===== config.mk =====
export PLATFORM = sky130hd
export DESIGN_NAME = warm_cold_led_dimmer_controller_unit
export DESIGN_NICKNAME = d
export VERILOG_FILES = /design/src/sv/wcld_pkg.sv /design/src/sv/warm_cold_led_dimmer_controller_unit.sv
export SDC_FILE = /design/constraint.sdc
export NUM_CORES = 1
export LEC_CHECK = 0
export BUFFER_PORTS_ARGS = -buffer_cell sky130_fd_sc_hd__buf_2
export CORE_ASPECT_RATIO = 0.9
export CORE_MARGIN = 3
export CORE_UTILIZATION = 62
export CTS_BUF_LIST = sky130_fd_sc_hd__clkbuf_8 sky130_fd_sc_hd__clkbuf_16
export DETAILED_ROUTE_END_ITERATION = 8
export PLACE_DENSITY = 0.8
export SKIP_CTS_REPAIR_TIMING = 1
export SKIP_LAST_GASP = 1
export SYNTH_ARGS = -nofsm -noshare
export SYNTH_HDL_FRONTEND = slang
export SYNTH_SLANG_ARGS = --single-unit

===== constraint.sdc =====
create_clock -name clk -period 7.78 [get_ports clk]
set_clock_uncertainty 0.2 [all_clocks]
set_input_delay 1.556 -clock clk [delete_from_list [all_inputs] [get_ports clk]]
set_output_delay 1.556 -clock clk [all_outputs]
set_load 0.01 [all_outputs]

===== src/sv/wcld_pkg.sv =====
package wcld_pkg;

  // input opcodes
  typedef enum logic [2:0] {
    OP_TICK,
    OP_PRESS,
    OP_RELEASE,
    OP_CLICK,
    OP_HOLD,
    OP_TURN,
    OP_PTURN,
    OP_TRIPLE
  } op_t;

  // configuration register indexes
  localparam logic [1:0] CFG_FAST_STEP     = 2'd0;
  localparam logic [1:0] CFG_FADE_INTERVAL = 2'd1;
  localparam logic [1:0] CFG_HUE_TIMEOUT   = 2'd2;
  localparam logic [1:0] CFG_OFF_FORGET    = 2'd3;

  // register reset values
  localparam logic [7:0]  FAST_STEP_RST     = 8'd10;
  localparam logic [7:0]  FADE_INTERVAL_RST = 8'd1;
  localparam logic [15:0] HUE_TIMEOUT_RST   = 16'd10000;
  localparam logic [21:0] OFF_FORGET_RST    = 22'd3600000;

  // fixed hue and level codes
  localparam logic [7:0] HUE_MID  = 8'd127;
  localparam logic [7:0] LVL_FULL = 8'd255;

  localparam logic [24:0] GAMMA_BIAS = 25'd130305;

  // sequencer states
  typedef enum logic [3:0] {
    S_IDLE,
    S_EXEC,
    S_MIX,
    S_SQ_W,
    S_CU_W,
    S_SQ_C,
    S_CU_C,
    S_GAM_C,
    S_DONE
  } state_t;

  // cubic gamma: zero stays zero, else (v^3 + bias) >> 16
  function automatic logic [7:0] gamma_of(input logic [23:0] cube, input logic [7:0] v);
    logic [24:0] sum;
    sum = {1'b0, cube} + GAMMA_BIAS;
    return (v == 8'd0) ? 8'd0 : sum[23:16];
  endfunction

endpackage


===== src/sv/warm_cold_led_dimmer_controller_unit.sv =====
// Warm/cold two-channel lamp controller.
// Input channel (in_valid/in_stall) carries one event word: opcode, direction
// and fast. Opcode 0 is a millisecond tick, the others are button/encoder
// events. Every input word gives exactly one result word on the output
// channel (out_valid/out_stall): gamma shaped warm/cold levels, a flag that
// says whether this word recomputed them, and the mode, hue, brightness and
// target after the event.
// An event that leaves the levels alone goes from S_EXEC to S_DONE; one that
// recomputes them runs S_MIX, S_SQ_W, S_CU_W, S_SQ_C, S_CU_C and S_GAM_C
// between: the single shared 16x8 multiplier forms v*v then v*v*v per channel.
// in_stall is high while an event is being worked on. A finished result sits
// in the output register, so the next event is taken while it waits; if the
// receiver still stalls when the following result is ready, the sequencer
// holds and in_stall stays high until the register frees up.
// Configuration (cfg_we, cfg_index, cfg_data) is to be written by the user only
// while idle; the block does not enforce this. Synchronous reset clears all lamp
// state, loads the register defaults and empties the output register.
module warm_cold_led_dimmer_controller_unit (
  input  logic        clk,
  input  logic        rst,
  input  logic        in_valid,
  output logic        in_stall,
  input  logic [2:0]  opcode,
  input  logic        direction,
  input  logic        fast,
  output logic        out_valid,
  input  logic        out_stall,
  output logic [7:0]  warm_level,
  output logic [7:0]  cold_level,
  output logic        levels_updated,
  output logic        in_hue_mode,
  output logic [7:0]  hue_now,
  output logic [7:0]  brightness_now,
  output logic [7:0]  target_now,
  input  logic        cfg_we,
  input  logic [1:0]  cfg_index,
  input  logic [21:0] cfg_data
);
  import wcld_pkg::*;

  state_t state, state_next;

  // configuration
  logic [7:0]  fast_step;
  logic [7:0]  fade_interval_ms;
  logic [15:0] hue_timeout_ms;
  logic [21:0] off_forget_ms;

  // lamp state
  logic        lamp_on, lamp_on_next;
  logic        hue_mode, hue_mode_next;
  logic [7:0]  hue, hue_next;
  logic [7:0]  brightness, brightness_next;
  logic [7:0]  target, target_next;
  logic [7:0]  hue_buffer, hue_buffer_next;
  logic [7:0]  bright_buffer, bright_buffer_next;
  logic [7:0]  saved_hue, saved_hue_next;
  logic [7:0]  saved_bright, saved_bright_next;
  logic        off_timer_running, off_timer_running_next;
  logic [22:0] off_elapsed, off_elapsed_next;
  logic [16:0] hue_idle_elapsed, hue_idle_elapsed_next;
  logic [8:0]  fade_elapsed, fade_elapsed_next;
  logic [7:0]  warm_drive, cold_drive;
  logic        updated, updated_next;

  // captured event word and datapath registers
  op_t         op_q;
  logic        dir_q, fast_q;
  logic [7:0]  w_q, c_q;
  logic [23:0] prod;

  // shared multiplier
  logic [15:0] mul_a;
  logic [7:0]  mul_b;
  logic [23:0] mul_p;

  // turn arithmetic
  logic [8:0]  turn_step;
  logic [9:0]  turn_up;

  // level mix
  logic [7:0]  mix_delta, mix_w, mix_c;

  logic        out_free;

  assign out_free = !out_valid || !out_stall;
  assign mul_p    = {8'd0, mul_a} * {16'd0, mul_b};

  // configuration writes
  always_ff @(posedge clk) begin
    if (rst) begin
      fast_step        <= FAST_STEP_RST;
      fade_interval_ms <= FADE_INTERVAL_RST;
      hue_timeout_ms   <= HUE_TIMEOUT_RST;
      off_forget_ms    <= OFF_FORGET_RST;
    end else if (cfg_we) begin
      unique case (cfg_index)
        CFG_FAST_STEP:     fast_step        <= cfg_data[7:0];
        CFG_FADE_INTERVAL: fade_interval_ms <= cfg_data[7:0];
        CFG_HUE_TIMEOUT:   hue_timeout_ms   <= cfg_data[15:0];
        CFG_OFF_FORGET:    off_forget_ms    <= cfg_data;
      endcase
    end
  end

  // sequencer next state
  always_comb begin
    state_next = state;
    unique case (state)
      S_IDLE:  if (in_valid) state_next = S_EXEC;
      S_EXEC:  state_next = updated_next ? S_MIX : S_DONE;
      S_MIX:   state_next = S_SQ_W;
      S_SQ_W:  state_next = S_CU_W;
      S_CU_W:  state_next = S_SQ_C;
      S_SQ_C:  state_next = S_CU_C;
      S_CU_C:  state_next = S_GAM_C;
      S_GAM_C: state_next = S_DONE;
      S_DONE:  if (out_free) state_next = S_IDLE;
      default: state_next = S_IDLE;
    endcase
  end

  // sequencer outputs: stall and multiplier operands
  always_comb begin
    in_stall = 1'b1;
    mul_a    = {8'd0, w_q};
    mul_b    = w_q;
    unique case (state)
      S_IDLE: in_stall = 1'b0;
      S_CU_W: mul_a = prod[15:0];
      S_SQ_C: begin
        mul_a = {8'd0, c_q};
        mul_b = c_q;
      end
      S_CU_C: begin
        mul_a = prod[15:0];
        mul_b = c_q;
      end
      default: ;
    endcase
  end

  always_ff @(posedge clk) begin
    if (rst) state <= S_IDLE;
    else     state <= state_next;
  end

  // turn target step: one, plus the fast step when fast is set
  assign turn_step = 9'd1 + (fast_q ? {1'b0, fast_step} : 9'd0);
  assign turn_up   = {2'b00, target} + {1'b0, turn_step};

  // event execution on the captured word
  always_comb begin
    lamp_on_next           = lamp_on;
    hue_mode_next          = hue_mode;
    hue_next               = hue;
    brightness_next        = brightness;
    target_next            = target;
    hue_buffer_next        = hue_buffer;
    bright_buffer_next     = bright_buffer;
    saved_hue_next         = saved_hue;
    saved_bright_next      = saved_bright;
    off_timer_running_next = off_timer_running;
    off_elapsed_next       = off_elapsed;
    hue_idle_elapsed_next  = hue_idle_elapsed;
    fade_elapsed_next      = fade_elapsed;
    updated_next           = 1'b0;
    unique case (op_q) inside
      OP_TICK: begin
        // saturating timers
        if (!(&fade_elapsed)) fade_elapsed_next = fade_elapsed + 9'd1;
        if (!(&hue_idle_elapsed)) hue_idle_elapsed_next = hue_idle_elapsed + 17'd1;
        if (off_timer_running) begin
          if (!(&off_elapsed)) off_elapsed_next = off_elapsed + 23'd1;
          if (off_elapsed_next > {1'b0, off_forget_ms}) off_timer_running_next = 1'b0;
        end
        // hue mode timeout
        if (lamp_on && hue_mode && hue_idle_elapsed_next > {1'b0, hue_timeout_ms}) begin
          hue_mode_next         = 1'b0;
          target_next           = brightness;
          hue_idle_elapsed_next = '0;
        end
        // one fade step toward the target
        if (hue_mode_next && hue != target_next) begin
          if (fade_elapsed_next > {1'b0, fade_interval_ms}) begin
            hue_next              = (hue < target_next) ? hue + 8'd1 : hue - 8'd1;
            fade_elapsed_next     = '0;
            hue_idle_elapsed_next = '0;
            updated_next          = 1'b1;
          end
        end else if (!hue_mode_next && brightness != target_next) begin
          if (fade_elapsed_next > {1'b0, fade_interval_ms}) begin
            brightness_next   = (brightness < target_next) ? brightness + 8'd1
                                                           : brightness - 8'd1;
            fade_elapsed_next = '0;
            updated_next      = 1'b1;
          end
        end
      end
      OP_PRESS: begin
        hue_mode_next = 1'b0;
        if (!off_timer_running) begin
          hue_buffer_next    = saved_hue;
          bright_buffer_next = saved_bright;
        end
        hue_next     = hue_buffer_next;
        target_next  = bright_buffer_next;
        lamp_on_next = 1'b1;
      end
      OP_RELEASE: begin
        off_timer_running_next = 1'b1;
        off_elapsed_next       = '0;
        hue_buffer_next        = hue;
        if (hue_mode || brightness == target) bright_buffer_next = brightness;
        hue_mode_next = 1'b0;
        target_next   = '0;
        lamp_on_next  = 1'b0;
      end
      OP_CLICK: begin
        if (lamp_on) begin
          hue_mode_next         = !hue_mode;
          target_next           = hue_mode ? brightness : hue;
          hue_idle_elapsed_next = '0;
        end
      end
      OP_HOLD, OP_PTURN: begin
        if (lamp_on) begin
          hue_mode_next = 1'b0;
          if (op_q == OP_HOLD) hue_next = HUE_MID;
          else                 hue_next = dir_q ? LVL_FULL : 8'd0;
          target_next = LVL_FULL;
          if (brightness == LVL_FULL) updated_next = 1'b1;
        end
      end
      OP_TURN: begin
        if (lamp_on) begin
          if (dir_q) target_next = turn_up[9:8] != 2'b00 ? LVL_FULL : turn_up[7:0];
          else if ({1'b0, target} < turn_step) target_next = '0;
          else target_next = target - turn_step[7:0];
        end
      end
      OP_TRIPLE: begin
        if (lamp_on) begin
          hue_mode_next     = 1'b0;
          target_next       = brightness;
          saved_hue_next    = hue;
          saved_bright_next = brightness;
        end
      end
      default: ;
    endcase
  end

  // lamp state registers
  always_ff @(posedge clk) begin
    if (rst) begin
      lamp_on           <= 1'b0;
      hue_mode          <= 1'b0;
      hue               <= '0;
      brightness        <= '0;
      target            <= '0;
      hue_buffer        <= '0;
      bright_buffer     <= '0;
      saved_hue         <= '0;
      saved_bright      <= '0;
      off_timer_running <= 1'b0;
      off_elapsed       <= '0;
      hue_idle_elapsed  <= '0;
      fade_elapsed      <= '0;
      updated           <= 1'b0;
    end else if (state == S_EXEC) begin
      lamp_on           <= lamp_on_next;
      hue_mode          <= hue_mode_next;
      hue               <= hue_next;
      brightness        <= brightness_next;
      target            <= target_next;
      hue_buffer        <= hue_buffer_next;
      bright_buffer     <= bright_buffer_next;
      saved_hue         <= saved_hue_next;
      saved_bright      <= saved_bright_next;
      off_timer_running <= off_timer_running_next;
      off_elapsed       <= off_elapsed_next;
      hue_idle_elapsed  <= hue_idle_elapsed_next;
      fade_elapsed      <= fade_elapsed_next;
      updated           <= updated_next;
    end
  end

  // capture the event word
  always_ff @(posedge clk) begin
    if (state == S_IDLE && in_valid) begin
      op_q   <= op_t'(opcode);
      dir_q  <= direction;
      fast_q <= fast;
    end
  end

  // hue/brightness mix into warm and cold levels
  always_comb begin
    if (!hue[7]) begin
      mix_delta = (hue == HUE_MID) ? 8'd0 : LVL_FULL - {hue[6:0], 1'b0};
      mix_w     = brightness;
      mix_c     = (brightness > mix_delta) ? brightness - mix_delta : 8'd0;
    end else begin
      mix_delta = (hue == LVL_FULL) ? LVL_FULL : {hue[6:0], 1'b0};
      mix_c     = brightness;
      mix_w     = (brightness > mix_delta) ? brightness - mix_delta : 8'd0;
    end
  end

  always_ff @(posedge clk) begin
    if (state == S_MIX) begin
      w_q <= mix_w;
      c_q <= mix_c;
    end
  end

  // square then cube through the shared multiplier
  always_ff @(posedge clk) begin
    if (state == S_SQ_W || state == S_CU_W || state == S_SQ_C || state == S_CU_C)
      prod <= mul_p;
  end

  // gamma drive levels
  always_ff @(posedge clk) begin
    if (rst) begin
      warm_drive <= '0;
      cold_drive <= '0;
    end else begin
      if (state == S_SQ_C)  warm_drive <= gamma_of(prod, w_q);
      if (state == S_GAM_C) cold_drive <= gamma_of(prod, c_q);
    end
  end

  // output word register
  always_ff @(posedge clk) begin
    if (rst) begin
      out_valid <= 1'b0;
    end else if (state == S_DONE && out_free) begin
      out_valid <= 1'b1;
    end else if (!out_stall) begin
      out_valid <= 1'b0;
    end
  end

  always_ff @(posedge clk) begin
    if (state == S_DONE && out_free) begin
      warm_level     <= warm_drive;
      cold_level     <= cold_drive;
      levels_updated <= updated;
      in_hue_mode    <= hue_mode;
      hue_now        <= hue;
      brightness_now <= brightness;
      target_now     <= target;
    end
  end

endmodule


# After elaboration in Yosys (flattened, before gate mapping)
# Cells that the tools add are included.
[word_totals] inputBits=34 out_inout_bits=44 word_cells=220 ff_bits=271
[classes] n_addsub=14 n_eq_ne=36 mul=1 n_reduce_logical=51 order_cmp=8 muxes=74 bitwise_logic=1
[op_table] op="8-bit two-way mux" n=30
[op_table] op="17-bit two-way mux" n=6
[op_table] op="23-bit two-way mux" n=4
[op_table] op="8-bit case mux with 7 select lines" n=1
[op_table] op="23-bit case mux with 2 select lines" n=1
[op_table] op="9-bit two-way mux" n=5
[op_table] op="4-bit case mux with 9 select lines" n=1
[op_table] op="17-bit case mux with 2 select lines" n=1
[op_table] op="16-bit case mux with 2 select lines" n=1
[op_table] op="8-bit case mux with 2 select lines" n=2
[op_table] op="24-bit by 17-bit adder with 24-bit output, second input constant" n=1
[op_table] op="16-bit by 8-bit multiplier with 24-bit output" n=1
[op_table] op="8-bit case mux with 3 select lines" n=1
[op_table] op="8-bit subtractor" n=3
[op_table] op="23-bit by 1-bit adder with 23-bit output, second input constant" n=1
[op_table] op="23-bit by 22-bit greater-than comparator with 1-bit output" n=1
[op_table] op="23-bit AND reduction" n=1
[op_table] op="17-bit by 1-bit adder with 17-bit output, second input constant" n=1
[op_table] op="17-bit by 16-bit greater-than comparator with 1-bit output" n=1
[op_table] op="17-bit AND reduction" n=1
[op_table] op="8-bit by 1-bit adder with 8-bit output, second input constant" n=2
[op_table] op="4-bit by 3-bit equality test with 1-bit output, second input constant" n=4
[op_table] op="8-bit equality test, second input constant" n=2
[op_table] op="8-bit greater-than comparator" n=2
[op_table] op="other kinds (45)" n=111

# Longest topological paths before layout
[logic_depth] word_depth=14 depth_mapped=32

# Least setup slack after synthesis
# No wires, ideal clock.
[synth_timing] path_type="register to register" startpoint="register hue_idle_elapsed[0]" endpoint="register brightness[7]" setup_slack_ps=739 stages_incl_launch_ff=33 path_buffers=2 arrival_ps=6770 path_cell_list="dfxtp_1 -> ha_1 -> nand4_4 -> nor4_2 -> and4b_2 -> clkbuf_1 -> nand4_1 -> nor2_1 -> or2_2 -> ha_1 -> nand4_1 -> nor4_1 -> o31ai_1 -> a31oi_1 -> o211ai_1 -> buf_2 -> nor2_1 -> a21oi_1 -> ha_1 -> nor2b_1 -> o21ai_0 -> nand2b_1 -> a21oi_1 -> o21ai_0 -> ha_1 -> a21o_1 -> a21oi_1 -> nor2b_1 -> o21a_1 -> o41ai_1 -> xor2_1 -> or3_1 -> a21oi_1"
[synth_between] elab_chain_len=11
[synth_rtl] element="from (decl)" line_no="warm_cold_led_dimmer_controller_unit.sv:61" text="logic [16:0] hue_idle_elapsed, hue_idle_elapsed_next;"
[synth_rtl] element="from (signal assigned)" line_no="warm_cold_led_dimmer_controller_unit.sv:283" text="hue_idle_elapsed <= hue_idle_elapsed_next;"
[synth_rtl] element="17-bit by 1-bit adder with 17-bit output / 17-bit AND reduction (equally long branches)" line_no="warm_cold_led_dimmer_controller_unit.sv:172" text="if (!(&hue_idle_elapsed)) hue_idle_elapsed_next = hue_idle_elapsed + 17'd1;"
[synth_rtl] element="17-bit two-way mux (*)" line_no="warm_cold_led_dimmer_controller_unit.sv:172"
[synth_rtl] element="17-bit two-way mux (*)" line_no="warm_cold_led_dimmer_controller_unit.sv:168" text="unique case (op_q) inside"
[synth_rtl] element="17-bit by 16-bit greater-than comparator with 1-bit output (*)" line_no="warm_cold_led_dimmer_controller_unit.sv:178" text="if (lamp_on && hue_mode && hue_idle_elapsed_next > {1'b0, hue_timeout_ms}) begin"
[synth_rtl] element="1-bit logical AND (*)" line_no="warm_cold_led_dimmer_controller_unit.sv:178"
[synth_rtl] element="parallel branches: the longest is 6 deep, another holds 8-bit < comparator"
[synth_rtl] element="to (signal assigned)" line_no="warm_cold_led_dimmer_controller_unit.sv:275" text="brightness <= brightness_next;"
[synth_rtl] element="to (decl)" line_no="warm_cold_led_dimmer_controller_unit.sv:53" text="logic [7:0] brightness, brightness_next;"
# Mark *: on every way between the ends. The select of a mux whose other input is x is not followed.
# A chain may end at the register's enable or synchronous reset.

# Worst setup path after layout
[layout_timing] startpoint="register hue_idle_elapsed[0]" endpoint="register hue[7]"
[layout_between] elab_chain_len=12
[layout_rtl] element="17-bit by 1-bit adder with 17-bit output / 17-bit AND reduction (equally long branches)" line_no="warm_cold_led_dimmer_controller_unit.sv:172"
[layout_rtl] element="17-bit two-way mux (*)" line_no="warm_cold_led_dimmer_controller_unit.sv:172"
[layout_rtl] element="17-bit two-way mux (*)" line_no="warm_cold_led_dimmer_controller_unit.sv:168"
[layout_rtl] element="17-bit by 16-bit greater-than comparator with 1-bit output (*)" line_no="warm_cold_led_dimmer_controller_unit.sv:178"
[layout_rtl] element="1-bit logical AND (*)" line_no="warm_cold_led_dimmer_controller_unit.sv:178"
[layout_rtl] element="8-bit two-way mux" line_no="warm_cold_led_dimmer_controller_unit.sv:178"
[layout_rtl] element="8-bit two-way mux" line_no="warm_cold_led_dimmer_controller_unit.sv:168"
[layout_rtl] element="8-bit < comparator" line_no="warm_cold_led_dimmer_controller_unit.sv:186" text="hue_next = (hue < target_next) ? hue + 8'd1 : hue - 8'd1;"
[layout_rtl] element="8-bit two-way mux" line_no="warm_cold_led_dimmer_controller_unit.sv:186"
[layout_rtl] element="8-bit two-way mux" line_no="warm_cold_led_dimmer_controller_unit.sv:185" text="if (fade_elapsed_next > {1'b0, fade_interval_ms}) begin"
[layout_rtl] element="8-bit two-way mux" line_no="warm_cold_led_dimmer_controller_unit.sv:184" text="if (hue_mode_next && hue != target_next) begin"
[layout_rtl] element="8-bit case mux with 3 select lines" line_no="warm_cold_led_dimmer_controller_unit.sv:168"
[layout_rtl] element="to (signal assigned)" line_no="warm_cold_led_dimmer_controller_unit.sv:274" text="hue <= hue_next;"
[layout_rtl] element="to (decl)" line_no="warm_cold_led_dimmer_controller_unit.sv:52" text="logic [7:0] hue, hue_next;"
# Mark *: on every way between the ends. The rest lies on a longest branch, timed or not. The select of a mux whose other input is x is not followed.

==> summary.md <==
| Metric | Value |
|---|---|
| Clock Latency Late Sink | `0.56 ns` |
| Yosys cell types | `90` |
| Fin crit period | `7.36 ns` |
| GRT met1 Usage | `43.4%` |
| Core area | `0.0313 sq mm` |
| DR vias/cell | `6.28` |
| Main area contributors after synthesis | `dfxtp_1 19%, edfxtp_1 13%, ha_1 9.7%` |
| Post-synth top flop | `dfxtp_1` |
| Via count | `17100` |
| Cells after DPL | `2671` |
| GRT busiest layer | `met2` |
| I/O Buffers | `77` |
| Setup_tns | `0 ns` |
| I/O pin count | `78` |
| ANT nets after route | `0` |
| Comb pwr share | `9.7%` |
| Relative slew slack | `16.8%` |
| Reported net switching power | `0.811 mW` |
| Number of max-cap violations | `0` |
| Clk pwr share | `44.6%` |
| Status | `completed` |
| Tcrit/Tclk final | `94.5%` |
| Root Driver | `clkbuf_16` |
| R2R Path Start | `hue_idle_elapsed[0]` |
| Post-synth EDFFs | `87` |
| Setup WS pre-CTS | `0.430 ns` |
| Total CTS buffers | `28` |
| CTS tree | `done` |
| Final #Nets | `2572` |
| Met2 global-route usage | `48.7%` |
| First-pass GRT wire length | `86300 um` |
| Hold Slack | `0.236 ns` |
| WS Path Type | `register to register` |
| Part of the Yosys area used for sequential elements | `31.6%` |
| Area delta synth->final | `8.54%` |
| Slowest cell delay on critical path | `0.58 ns` |
| Setup crit start | `hue_idle_elapsed[0]` |
| Req. time, crit path | `8.00 ns` |
| Cell mode on critical path | `a21oi_1` |
| Setup ws final | `0.424 ns` |
| Die width | `195 um` |
| Ys async rst share | `0%` |
| Die area | `0.0343 sq mm` |
| Iter 0 DRT Violations | `1975` |
| Antenna violations before repair | `0` |
| Crit path to | `hue[7]` |
| DRC | `0` |
| VDD IR max | `0.169 mV` |
| Pwr Density | `153 mW/mm^2` |
| Routed len/inst | `19.8 um` |
| Max Fclk | `136 MHz` |
| Synth Warn # | `0` |
| Top cells by count, synth | `270 x nand2_1, 196 x inv_1, 193 x nor2_1` |
| WP data arrival | `7.57 ns` |
| Max-slew violation count | `0` |
| Top cell type's share of synthesized area | `18.5%` |
| 1st-pass router iterations | `6` |
| Placed cell area | `0.0206 sq mm` |
| Tightest Pin Transition | `1.24 ns` |
| Hpwl dp | `39400 um` |
| Syn Inst Count | `2272` |
| Top-count cell post-synth | `nand2_1` |
| Worst setup EP type | `register` |
| CP max stage cell | `a2111o_2` |
| R2R Setup Slk | `0.42 ns` |
| Final Non-Filler Cells | `2724` |
| CP startpoint kind | `register` |
| Area leader, netlist | `dfxtp_1` |
| Post-synthesis register bit count | `271` |
| Crit path max fanout | `12` |
| Number of global-route vias before repair | `16500` |
| Post-Syn Area per Cell | `8.76 sq um` |
| RSZ-0062 raised after global routing | `no` |
| Internal | `2.49 mW` |
| Largest net degree at the start of global routing | `77` |
| Design Area, Final | `0.0216 sq mm` |
| HP Class | `register to register` |
| Post-synthesis cell area | `0.0199 sq mm` |
| Worst-path clk slew | `0.07 ns` |
| Die Y | `176 um` |
| Total Routing Usage GR | `30.7%` |
| Clk buf depth | `3` |
| Critical R2R Capture | `hue[7]` |
| Hold violation count in the final report | `0` |
| H-tree lvl count | `1` |
| Global placer's final weighted congestion | `0.967` |
| P_leak | `9.28 nW` |
| Met3 Use GR | `5.51%` |
| Total Wirelength | `53900 um` |
| Reg power frac | `45.7%` |
| Sink Count | `271` |
| Final Setup Violations | `0` |
| Synthesized net count | `2551` |
| Fraction of layout cells with a size suffix above 1 | `9.85%` |
| FP Rows | `61` |
| Initial Util | `63.6%` |
| Net Sw Frac | `24.6%` |
| # diodes | `0` |
| Remaining global-route overflow | `0` |
| Reg2Reg Depth | `30` |
flip-flops by register name, summed over array words and instances, names as in the netlist, 9 cells and up:
signal            cells
off_forget_ms        22
hue_timeout_ms       16
fade_elapsed          9
prod                 24
hue_idle_elapsed     17
off_elapsed          23
cell type report:
class	instances	area [sq um]
clock inverters	22	269
well taps	409	512
fillers	2486	9690
repair buffers	105	598
clock buffers	30	739
multi-input cells	1691	12500
flip-flops and latches	271	6300
inverters	196	736
how the worst min path moves through the flow:
stage                             start             end  slack [ns]  cells past startpoint
after floorplan           cold_drive[0]   cold_level[0]        0.21                      0
after global placement    warm_drive[6]   warm_level[6]        0.22                      0
after detailed placement  warm_drive[5]   warm_level[5]        0.22                      0
after CTS                       updated  levels_updated        0.24                      0
after global routing            updated  levels_updated        0.24                      0
final                           updated  levels_updated        0.24                      0
power by group through the flow:
stage          clock, mW  combinational [mW]  sequential, mW
3_5_place_dp           0               0.309            1.54
3_3_place_gp           0               0.299            1.54
5_1_grt             1.54               0.349            1.51
6_report            1.47               0.319            1.51
4_1_cts             1.49               0.313            1.51
2_1_floorplan          0               0.228            1.52
routing by layer:
metal / wire [um] / vias up
met5: 0 / -
met4: 1690 / 0
met3: 4720 / 124
met2: 23900 / 754
met1: 23600 / 8228
li1: - / 7995
cell usage in the layout, fill, tap and decap left out, drive strengths merged, types with 19 or more instances in the layout:
cell,synthesis,layout
nand4,37,37
dfxtp,184,184
ha,155,155
edfxtp,87,87
mux2,25,25
nor3,34,34
o21ai,96,96
mux2i,36,36
a211oi,26,26
o211ai,31,31
inv,196,202
buf,19,105
and2,20,20
xnor2,70,70
and3,19,19
a221oi,19,19
nand3,44,44
fa,90,90
nand2b,31,31
clkbuf,95,30
a21oi,150,150
xor2,34,34
a21o,32,32
nand2,271,271
nor2,196,196
nor2b,38,38
or3,24,24
worst max-delay path: cells and delay by family, from the launching register on:
family                     cells  cell delay [ns]
adders and majority gates      4             1.22
buffers and inverters          2             0.44
DFF                            1             0.44
and+or+nand+nor               10             1.96
AOI/OAI and AO/OA             13             2.69
xor gates and xnor gates       1             0.24
metrics by stage:
| stage | utilization [%] | power [mW] |
|---|---|---|
| global placement | 65.7 | 1.84 |
| floorplan | - | 1.75 |
| finish | 69.0 | 3.30 |
| global route | 69.0 | 3.40 |
| detailed placement | 65.7 | 1.85 |
| CTS | 69.0 | 3.31 |
cells by family (layout without fill, tap and decap cells):
group,after synthesis,after routing,synth area share [%]
AOI/OAI and AO/OA,512,512,17.0
xor gates and xnor gates,105,105,4.69
adders and majority gates,245,245,18.8
buffers and inverters,310,353,5.97
DFF,271,271,31.6
muxes,61,61,3.23
and+or+nand+nor,768,768,18.7
Power figures use the tool's default switching activity.
